[src/tpa_pkg.sv]
`timescale 1ns / 1ps
// shared types and constants for the triangle primitive assembler
// no dependencies
package tpa_pkg;

    localparam int unsigned INDEX_W  = 32;
    localparam int unsigned APB_DW   = 32;
    localparam int unsigned PADDR_W  = 3;
    localparam int unsigned REG_IDX_W = PADDR_W - 2;

    typedef logic [INDEX_W-1:0] index_t;
    typedef logic [1:0]         fill_t;

    typedef enum logic [REG_IDX_W-1:0] {
        REG_PRIM_MODE = 1'b0
    } reg_idx_t;

    typedef enum logic {
        MODE_LIST  = 1'b0,
        MODE_STRIP = 1'b1
    } prim_mode_t;

    localparam fill_t FILL_FULL = 2'd2;

endpackage

[src/tpa_if.sv]
`timescale 1ns / 1ps
// valid/ready channel interfaces for index input and triangle output
// depends on tpa_pkg
interface tpa_index_if;
    import tpa_pkg::*;

    logic   valid;
    logic   ready;
    index_t vertex_index;
    logic   index_last;

    modport source (output valid, output vertex_index, output index_last, input ready);
    modport sink   (input valid, input vertex_index, input index_last, output ready);
endinterface

interface tpa_tri_if;
    import tpa_pkg::*;

    logic   valid;
    logic   ready;
    logic   tri_valid;
    index_t corner_a;
    index_t corner_b;
    index_t corner_c;
    logic   mesh_end;

    modport source (output valid, output tri_valid, output corner_a, output corner_b,
                    output corner_c, output mesh_end, input ready);
    modport sink   (input valid, input tri_valid, input corner_a, input corner_b,
                    input corner_c, input mesh_end, output ready);
endinterface

[src/triangle_primitive_assembler.sv]
`timescale 1ns / 1ps
// output: a triangle transaction is registered and appears in the cycle after its index is accepted
// throughput: one index per clock, limited only by the single output register
// the output register frees when taken, so input is accepted while a result is taken
// reset: window, fill count, parity and output valid clear; prim_mode resets to list
// depends on tpa_pkg and tpa_if
module triangle_primitive_assembler
(
    input  logic                         clk,
    input  logic                         rst_n,
    tpa_index_if.sink                    idx_in,
    tpa_tri_if.source                    tri_out,
    input  logic                         psel,
    input  logic                         penable,
    input  logic                         pwrite,
    input  logic [tpa_pkg::PADDR_W-1:0]  paddr,
    input  logic [tpa_pkg::APB_DW-1:0]   pwdata,
    output logic [tpa_pkg::APB_DW-1:0]   prdata,
    output logic                         pready
);
    import tpa_pkg::*;

    prim_mode_t prim_mode_reg;
    index_t     older_reg, older_next;
    index_t     newer_reg, newer_next;
    fill_t      fill_count_reg, fill_count_next;
    logic       odd_reg, odd_next;

    logic       out_valid_reg;
    logic       tri_valid_reg, tri_valid_next;
    index_t     corner_a_reg, corner_a_next;
    index_t     corner_b_reg, corner_b_next;
    index_t     corner_c_reg, corner_c_next;
    logic       mesh_end_reg;

    logic       in_take;
    logic       formed;
    logic       distinct;
    logic       cfg_write;
    index_t     b_raw, c_raw;

    assign pready    = 1'b1;
    assign cfg_write = psel && penable && pwrite && pready;
    assign prdata    = (paddr[PADDR_W-1:2] == REG_PRIM_MODE)
                       ? {{(APB_DW-1){1'b0}}, prim_mode_reg} : '0;

    always_ff @(posedge clk or negedge rst_n)
    begin
        if (!rst_n)
        begin
            prim_mode_reg <= MODE_LIST;
        end
        else if (cfg_write && paddr[PADDR_W-1:2] == REG_PRIM_MODE)
        begin
            prim_mode_reg <= prim_mode_t'(pwdata[0]);
        end
    end

    assign idx_in.ready = !out_valid_reg || tri_out.ready;
    assign in_take      = idx_in.valid && idx_in.ready;

    always_comb
    begin
        formed = (fill_count_reg >= FILL_FULL);
        b_raw  = newer_reg;
        c_raw  = idx_in.vertex_index;
        if (prim_mode_reg == MODE_STRIP && odd_reg)
        begin
            b_raw = idx_in.vertex_index;
            c_raw = newer_reg;
        end
        distinct = (older_reg != newer_reg) && (older_reg != idx_in.vertex_index)
                   && (newer_reg != idx_in.vertex_index);

        tri_valid_next = formed && distinct;
        corner_a_next  = tri_valid_next ? older_reg : '0;
        corner_b_next  = tri_valid_next ? b_raw : '0;
        corner_c_next  = tri_valid_next ? c_raw : '0;

        older_next      = older_reg;
        newer_next      = newer_reg;
        fill_count_next = fill_count_reg;
        case (prim_mode_reg)
            MODE_STRIP:
            begin
                older_next = newer_reg;
                newer_next = idx_in.vertex_index;
                if (!formed)
                begin
                    fill_count_next = fill_count_reg + 2'd1;
                end
            end
            default:
            begin
                if (formed)
                begin
                    fill_count_next = '0;
                end
                else
                begin
                    older_next      = newer_reg;
                    newer_next      = idx_in.vertex_index;
                    fill_count_next = fill_count_reg + 2'd1;
                end
            end
        endcase
        odd_next = !odd_reg;

        if (idx_in.index_last)
        begin
            older_next      = '0;
            newer_next      = '0;
            fill_count_next = '0;
            odd_next        = 1'b0;
        end
    end

    always_ff @(posedge clk or negedge rst_n)
    begin
        if (!rst_n)
        begin
            older_reg      <= '0;
            newer_reg      <= '0;
            fill_count_reg <= '0;
            odd_reg        <= 1'b0;
            out_valid_reg  <= 1'b0;
        end
        else
        begin
            if (in_take)
            begin
                older_reg      <= older_next;
                newer_reg      <= newer_next;
                fill_count_reg <= fill_count_next;
                odd_reg        <= odd_next;
                out_valid_reg  <= 1'b1;
            end
            else if (tri_out.ready)
            begin
                out_valid_reg <= 1'b0;
            end
        end
    end

    always_ff @(posedge clk)
    begin
        if (in_take)
        begin
            tri_valid_reg <= tri_valid_next;
            corner_a_reg  <= corner_a_next;
            corner_b_reg  <= corner_b_next;
            corner_c_reg  <= corner_c_next;
            mesh_end_reg  <= idx_in.index_last;
        end
    end

    assign tri_out.valid     = out_valid_reg;
    assign tri_out.tri_valid = tri_valid_reg;
    assign tri_out.corner_a  = corner_a_reg;
    assign tri_out.corner_b  = corner_b_reg;
    assign tri_out.corner_c  = corner_c_reg;
    assign tri_out.mesh_end  = mesh_end_reg;

`ifndef SYNTH
    a_fill_range: assert property (@(posedge clk) disable iff (!rst_n)
        fill_count_reg != 2'd3)
        else $error("fill count out of range");

    a_tri_distinct: assert property (@(posedge clk) disable iff (!rst_n)
        out_valid_reg && tri_valid_reg |->
            corner_a_reg != corner_b_reg && corner_a_reg != corner_c_reg
            && corner_b_reg != corner_c_reg)
        else $error("emitted triangle has equal corners");

    a_no_tri_zero: assert property (@(posedge clk) disable iff (!rst_n)
        out_valid_reg && !tri_valid_reg |->
            corner_a_reg == '0 && corner_b_reg == '0 && corner_c_reg == '0)
        else $error("corners not cleared without triangle");

    a_mesh_restart: assert property (@(posedge clk) disable iff (!rst_n)
        in_take && idx_in.index_last |=>
            fill_count_reg == '0 && !odd_reg && older_reg == '0 && newer_reg == '0)
        else $error("window not cleared after mesh end");

    a_list_group: assert property (@(posedge clk) disable iff (!rst_n)
        in_take && prim_mode_reg == MODE_LIST && fill_count_reg == FILL_FULL |=>
            fill_count_reg == '0)
        else $error("list group did not restart");
`endif

endmodule

[src/flat_wrapper.sv]
// flat-port wrapper written by rule: the top's interface ports become plain ports
module triangle_primitive_assembler_flat import tpa_pkg::*;
  (clk, rst_n, psel, penable, pwrite, paddr, pwdata, prdata, pready, idx_in_valid, idx_in_vertex_index, idx_in_index_last, idx_in_ready, tri_out_valid, tri_out_tri_valid, tri_out_corner_a, tri_out_corner_b, tri_out_corner_c, tri_out_mesh_end, tri_out_ready);
  tpa_index_if idx_in_i ();
  tpa_tri_if tri_out_i ();
  input  logic clk;
  input  logic rst_n;
  input  logic psel;
  input  logic penable;
  input  logic pwrite;
  input  logic [tpa_pkg::PADDR_W-1:0] paddr;
  input  logic [tpa_pkg::APB_DW-1:0] pwdata;
  output logic [tpa_pkg::APB_DW-1:0] prdata;
  output logic pready;
  input wire logic [$bits(idx_in_i.valid)-1:0] idx_in_valid;
  input wire logic [$bits(idx_in_i.vertex_index)-1:0] idx_in_vertex_index;
  input wire logic [$bits(idx_in_i.index_last)-1:0] idx_in_index_last;
  output wire logic [$bits(idx_in_i.ready)-1:0] idx_in_ready;
  output wire logic [$bits(tri_out_i.valid)-1:0] tri_out_valid;
  output wire logic [$bits(tri_out_i.tri_valid)-1:0] tri_out_tri_valid;
  output wire logic [$bits(tri_out_i.corner_a)-1:0] tri_out_corner_a;
  output wire logic [$bits(tri_out_i.corner_b)-1:0] tri_out_corner_b;
  output wire logic [$bits(tri_out_i.corner_c)-1:0] tri_out_corner_c;
  output wire logic [$bits(tri_out_i.mesh_end)-1:0] tri_out_mesh_end;
  input wire logic [$bits(tri_out_i.ready)-1:0] tri_out_ready;
  assign idx_in_i.valid = idx_in_valid;
  assign idx_in_i.vertex_index = idx_in_vertex_index;
  assign idx_in_i.index_last = idx_in_index_last;
  assign idx_in_ready = idx_in_i.ready;
  assign tri_out_valid = tri_out_i.valid;
  assign tri_out_tri_valid = tri_out_i.tri_valid;
  assign tri_out_corner_a = tri_out_i.corner_a;
  assign tri_out_corner_b = tri_out_i.corner_b;
  assign tri_out_corner_c = tri_out_i.corner_c;
  assign tri_out_mesh_end = tri_out_i.mesh_end;
  assign tri_out_i.ready = tri_out_ready;
  triangle_primitive_assembler u_core (.clk(clk), .rst_n(rst_n), .idx_in(idx_in_i), .tri_out(tri_out_i), .psel(psel), .penable(penable), .pwrite(pwrite), .paddr(paddr), .pwdata(pwdata), .prdata(prdata), .pready(pready));
endmodule
[config.mk]
export PLATFORM = sky130hd
export DESIGN_NAME = triangle_primitive_assembler_flat
export DESIGN_NICKNAME = d
export VERILOG_FILES = /design/src/tpa_pkg.sv /design/src/tpa_if.sv /design/src/triangle_primitive_assembler.sv /design/src/flat_wrapper.sv
export SDC_FILE = /design/constraint.sdc
export NUM_CORES = 1
export LEC_CHECK = 0
export BUFFER_PORTS_ARGS = -buffer_cell sky130_fd_sc_hd__buf_4
export CAP_MARGIN = 20
export CORE_ASPECT_RATIO = 0.5
export CORE_UTILIZATION = 40
export CTS_BUF_LIST = sky130_fd_sc_hd__clkbuf_8
export DETAILED_ROUTE_END_ITERATION = 12
export GPL_TIMING_DRIVEN = 0
export SLEW_MARGIN = 0
export SYNTH_ARGS = -nofsm -noshare
export SYNTH_HDL_FRONTEND = slang
export SYNTH_SLANG_ARGS = --single-unit
[constraint.sdc]
create_clock -name clk -period 9.2 [get_ports clk]
set_clock_uncertainty 0.05 [all_clocks]
set_input_delay 0.92 -clock clk [delete_from_list [all_inputs] [get_ports clk]]
set_output_delay 0.92 -clock clk [all_outputs]
set_load 0.01 [all_outputs]
==> metrics.md, run 1 <==
| Metric | Value |
|---|---|
| Worst R2R End | u_core.tri_out.corner_a[11] |
| Die span in x | 211 um |
| Initial core utilization | 41.6% |
| Slew HR | 36.0% |
| Unique masters post-synth | 27 |
| Vias/cell | 5.16 |
| Hold EP | u_core.odd_reg |
| Post-CTS setup buffer count | 0 |
| Power Dens Cells | 211 nW/um^2 |
| CTS Root Cell | clkbuf_8 |
| Dpl cell area | 10300 um^2 |
| Vias | 6705 |
| Clk buf depth | 2 |
| # H-tree levels | 4 |
| Rows | 37 |
| Die area | 22400 um^2 |
| Slowest stage delay, CP | 620 ps |
| Run status | complete, no violations |
| Post-synth EDFFs | 98 |
| Final HPWL DP | 20.2 mm |
| Total CTS buffers | 17 |
| Worst EP required | 9380 ps |
| Final GP Congestion | 0.927 |
| Startpoint types | input pin |
| Antenna violations before repair | 0 |
| First-pass GRT wire length | 39.6 mm |
| #FFs+latches synth | 167 |
| Tightest Hold Check Type | reg2reg |
| Area growth from synthesis to layout | 22.9% |
| Crit path kind | in2reg |
| Main synth FF type | edfxtp_1 |
| Crit path capture type | register |
| Top Family by Delay on Critical Path | simple AND/OR/NAND/NOR gates |
| Net Sw Frac | 36.0% |
| Tot GR Track Use | 24.6% |
| CP max-delay cell | nor4_1 |
| Peak VDD IR | 0.0901 mV |
| Yosys top cell by area | edfxtp_1 |
| Max Fclk | 308 MHz |
| # setup viols final | 0 |
| Worst slack at placement | 5610 ps |
| Hold buffers post-CTS | 0 |
| Boundary pin count | 208 |
| Final non-filler cell total | 1299 |
| Largest net degree at the start of global routing | 70 |
| Logic pwr share | 28.6% |
| Top post-synthesis cells by area | edfxtp_1, dfrtp_1, xor2_1 |
| Clock network power share | 25.5% |
| Worst setup margin | 5960 ps |
| CP most frequent cell | buf_2 |
| Synth top area share | 33.8% |
| Final ANT Viol Nets | 0 |
| Worst hold stages | 1 |
| Slew @ Worst Pin | 960 ps |
| Crit path buf inv count | 3 |
| Total power | 2.25 mW |
| Die H | 106 um |
| Reg2Reg Depth | 7 |
| Period utilisation layout | 35.2% |
| Final #Nets | 1072 |
| Synthesis Warnings | 0 |
| Final instance area | 10700 um^2 |
| Clock Latency Late Sink | 480 ps |
| LEAKAGE | 4.91 nW |
| N_diodes | 0 |
| Routed wire per std cell | 20.6 um |
| DRC Markers | 0 |
| Slew Limit Fails | 0 |
| Post-layout min period | 3240 ps |
| Unrepaired setup endpoints after global routing | false |
| Clock Sinks | 167 |
| Core area | 20900 um^2 |
| Worst-path clk slew | 90 ps |
| DR pass1 iterations | 5 |
| Syn_area_per_cell | 10.8 um^2 |
| Post-Syn Area | 8700 um^2 |
| IO Port Bufs | 142 |
| Dpl cells | 1267 |
| RR Startpoint | u_core.older_reg[23] |
| Sw Pwr | 0.811 mW |
| Worst EP arrival | 3420 ps |
| TritonCTS clock tree | done |
| Post-CTS Resized | 0 |
| # fillers | 1934 |
| Max FO, Critical Path | 10 |
| DRT iter0 DRCs | 482 |
| Share of post-route cells with drive strength above 1 | 23.4% |
| Hold Startpoint | u_core.odd_reg |
| Setup TNS | 0 ps |
| Routed WL | 26.8 mm |
| Setup slack, reg-to-reg | 6030 ps |
| Syn Inst Count | 802 |
| Ys async rst share | 41.3% |
| Reg power frac | 45.9% |
| Crit-path cells | buf_4, xor2_1, nor4_1, nand4_1, nor2_2, buf_2, buf_2, nor3_1 |
| Vias in the first global route | 6395 |
| Int Pwr | 1.44 mW |
| Max-cap violations | 0 |
| Hold violation count in the final report | 0 |
| Post-synthesis sequential area ratio | 53.7% |
| Total grt overflow | 0 |
## routing by layer
metal | up-vias | global-route usage (%) | share of wire, %
li1 | 3177 | - | -
met1 | 3281 | 38.3 | 51
met2 | 230 | 33.5 | 41
met3 | 17 | 6.68 | 7.8
met4 | 0 | 5.18 | 0.84
met5 | - | 0 | 0
## through the flow
stage / util (%) / hold WS [ps]
finish: 51.1 / 452
CTS: 51.1 / 458
detailed placement: 49.1 / 445
global route: 51.1 / 472
floorplan: - / 407
global placement: 49.0 / 432
## worst max-delay path by stage
stage,from,to,slack (ps),depth (start not counted)
finish,idx_in_vertex_index[23],u_core.tri_out.corner_a[11],5960,8
global route,idx_in_vertex_index[23],u_core.tri_out.corner_a[9],5930,8
CTS,idx_in_vertex_index[23],u_core.tri_out.corner_a[11],6130,8
detailed placement,idx_in_vertex_index[23],u_core.tri_out.corner_a[11],5610,8
global placement,tri_out_ready,u_core.tri_out.corner_a[13],4780,4
floorplan,tri_out_ready,u_core.tri_out.corner_a[0],5550,3
## layout make-up
type	instances	area (um^2)	share of cell area, %
sequential	167	4670	43.7
timing repair buffer	143	1090	10.2
inverter	3	13.8	0.129
tap	292	365	3.42
clock inverter	14	173	1.61
buffer	91	502	4.69
clock buffer	18	248	2.32
multi-input combinational	571	3630	33.9
## cells in the final DEF (no fill, tap or decap), types with 2 or more instances in the layout
cell type and n:
xor2_1 96, clkinv_2 2, nand2b_1 66, conb_1 32, ha_1 3, nand4_1 6, inv_1 2, o21ai_0 68
mux2i_1 64, clkbuf_1 32, or2_2 2, bufinv_16 3, clkbuf_8 18, a31oi_1 2, inv_6 4, edfxtp_1 98
nor4_1 88, buf_1 3, clkinv_4 3, dfrtp_1 69, buf_4 178, nor2b_1 4, nor3_1 33, buf_2 20
nand2_1 100
## kinds of logic after synthesis
family | count (synthesis) | share of synthesized area, %
mux | 65 | 7.49
simple gates | 302 | 18.4
compound gates | 73 | 4.39
flops | 167 | 53.7
xor+xnor | 96 | 9.66
other cells | 2 | 0.0863
fa+ha+maj | 3 | 0.432
buf+inv | 94 | 5.90
## power groups by stage
stage                     sequential, mW  clock [mW]  combinational, mW
after floorplan                     1.03           0              0.351
after global placement              1.05           0              0.624
after detailed placement            1.05           0              0.636
after CTS                           1.03       0.580              0.639
after global routing                1.04       0.609              0.702
final                               1.03       0.574              0.644
## Yosys cell counts (all sizes together) (2+ instances only)
cell type / n
nand2: 100
edfxtp: 98
xor2: 96
nor4: 88
dfrtp: 69
o21ai: 68
nand2b: 66
mux2i: 64
buf: 59
nor3: 33
clkbuf: 32
nand4: 6
nor2b: 4
ha: 3
inv: 3
a31oi: 2
conb: 2
nor2: 2
or2: 2
No activity file was read; power rests on OpenSTA's default activity.
==> inputs of run 2 (changes only) <==
Clock period 9.2 ns to 2.85 ns, I/O delays scaled along.
==> metrics.md, run 2 (synthesis results as in run 1) <==
| Metric | Value |
|---|---|
| Antenna violations before repair | 0 |
| Max Fclk | 360 MHz |
| Power Dens Cells | 669 nW/um^2 |
| RR Startpoint | u_core.fill_count_reg[0] |
| Fin Hold WS | 45.0 ps |
| Total grt overflow | 0 |
| IO Port Bufs | 142 |
| Core area | 20900 um^2 |
| Boundary pin count | 208 |
| CTS Root Cell | clkbuf_8 |
| Total CTS buffers | 17 |
| Setup slack, reg-to-reg | 70 ps |
| Final non-filler cell total | 1307 |
| Slew Limit Fails | 0 |
| Final GP Congestion | 0.949 |
| Max-cap violations | 0 |
| Most common cell after layout, fill and taps aside | buf_4 |
| Rows | 37 |
| Worst setup margin | 73.4 ps |
| Hold EP | u_core.newer_reg[16] |
| N_diodes | 0 |
| Crit path kind | reg2reg |
| DRC Markers | 0 |
| Clock Latency Late Sink | 480 ps |
| LEAKAGE | 4.93 nW |
| Final #Nets | 1080 |
| Worst slack at placement | -145 ps |
| DRT iter0 DRCs | 616 |
| Die H | 106 um |
| Peak VDD IR | 0.273 mV |
| Run status | complete, no violations |
| Commonest cells after routing, fill and taps aside | buf_4, nand2_1, edfxtp_1, xor2_1, nor4_1 |
| Crit path capture type | register |
| Final HPWL DP | 20.2 mm |
| Worst EP required | 2980 ps |
| Period utilisation layout | 97.4% |
| Worst-path clk slew | 110 ps |
| Die span in x | 211 um |
| Vias | 6764 |
| Slew HR | 35.9% |
| Worst R2R End | u_core.tri_out.corner_c[20] |
| Hold Startpoint | idx_in_vertex_index[16] |
| Dpl cells | 1268 |
| Setup TNS | 0 ps |
| Max FO, Critical Path | 10 |
| Worst EP arrival | 2900 ps |
| Unrepaired setup endpoints after global routing | false |
| Final ANT Viol Nets | 0 |
| Clk buf depth | 2 |
| TritonCTS clock tree | done |
| Tot GR Track Use | 24.6% |
| DR pass1 iterations | 5 |
| Slew @ Worst Pin | 962 ps |
| Tightest Hold Check Type | in2reg |
| Initial core utilization | 41.6% |
| Clock Sinks | 167 |
| Routed wire per std cell | 20.5 um |
| Post-layout min period | 2780 ps |
| Share of post-route cells with drive strength above 1 | 24.1% |
| Die area | 22400 um^2 |
| Hold violation count in the final report | 0 |
| Routed WL | 26.9 mm |
| Vias/cell | 5.18 |
| Reg2Reg Depth | 6 |
| Area growth from synthesis to layout | 24.1% |
| Largest net degree at the start of global routing | 70 |
| # H-tree levels | 4 |
| Worst hold stages | 3 |
| Vias in the first global route | 6347 |
| # setup viols final | 0 |
| First-pass GRT wire length | 39.9 mm |
| Startpoint types | register |
run 2: cell types whose count changed in the layout (fill, tap and decap cells not counted), moves of 2 or more:
cell | before | now
clkinvlp_4 | 1 | 4
dlygate4sd3_1 | 0 | 4
buf_12 | 0 | 2
nor4_1 | 88 | 84
buf_4 | 178 | 181
nor4_2 | 0 | 4
run 2: how the worst max path moves through the flow:
stage | startpoint | to | slack (ps) | depth (start not counted)
finish | u_core.fill_count_reg[0] | u_core.tri_out.corner_c[20] | 70 | 6
floorplan | u_core.tri_out.valid | u_core.tri_out.corner_a[0] | 260 | 3
CTS | u_core.newer_reg[23] | u_core.tri_out.corner_a[10] | 60 | 7
global route | u_core.fill_count_reg[0] | u_core.tri_out.corner_c[19] | 20 | 6
global placement | tri_out_ready | u_core.tri_out.corner_a[13] | -400 | 4
detailed placement | u_core.older_reg[23] | u_core.tri_out.corner_a[10] | -150 | 7
run 2: per-stage QoR:
stage | instance area [um^2] | total power, mW | util (%)
6_report | 10800 | 7.23 | 51.6
5_1_grt | 10800 | 7.57 | 51.6
4_1_cts | 10800 | 7.21 | 51.4
3_5_place_dp | 10300 | 5.43 | 49.2
3_3_place_gp | 10200 | 5.39 | 49.0
2_1_floorplan | 8820 | 4.47 | -
run 2: power by group:
group	switching, mW	internal [mW]
sequential	0.374	2.96
combinational	1.30	0.802
clock	0.954	0.836
total	2.63	4.60
run 2: worst max-delay path, stage by stage (launching register included):
cell	delay, ps
dfrtp_1	360
inv_1	80
ha_1	210
nor2_1	550
clkbuf_1	470
clkbuf_1	600
nor4_1	170
run 2: per-layer routing:
layer / global-route usage [%] / vias to the layer above / wire length [um]
met5: 0 / - / 0
met4: 5.28 / 0 / 236
met3: 6.94 / 15 / 2130
met2: 33.5 / 245 / 11100
met1: 38.1 / 3317 / 13400
li1: - / 3187 / -
run 2: layout make-up:
type | count | area [um^2]
inverter | 3 | 15.0
buffer | 91 | 504
multi-input combinational | 571 | 3670
fill | 1912 | 10100
clock buffer | 19 | 262
sequential | 167 | 4670
timing repair buffer | 151 | 1170
tap | 292 | 365
clock inverter | 13 | 145
run 2: timing repair:
item | in CTS | in global routing
pin swaps | 0 | 1
setup endpoints to repair | 41 | 63
setup buffers | 0 | 3
endpoints found under the hold margin | 72 | 0
gates resized for setup | 4 | 4
hold buffers | 4 | 0
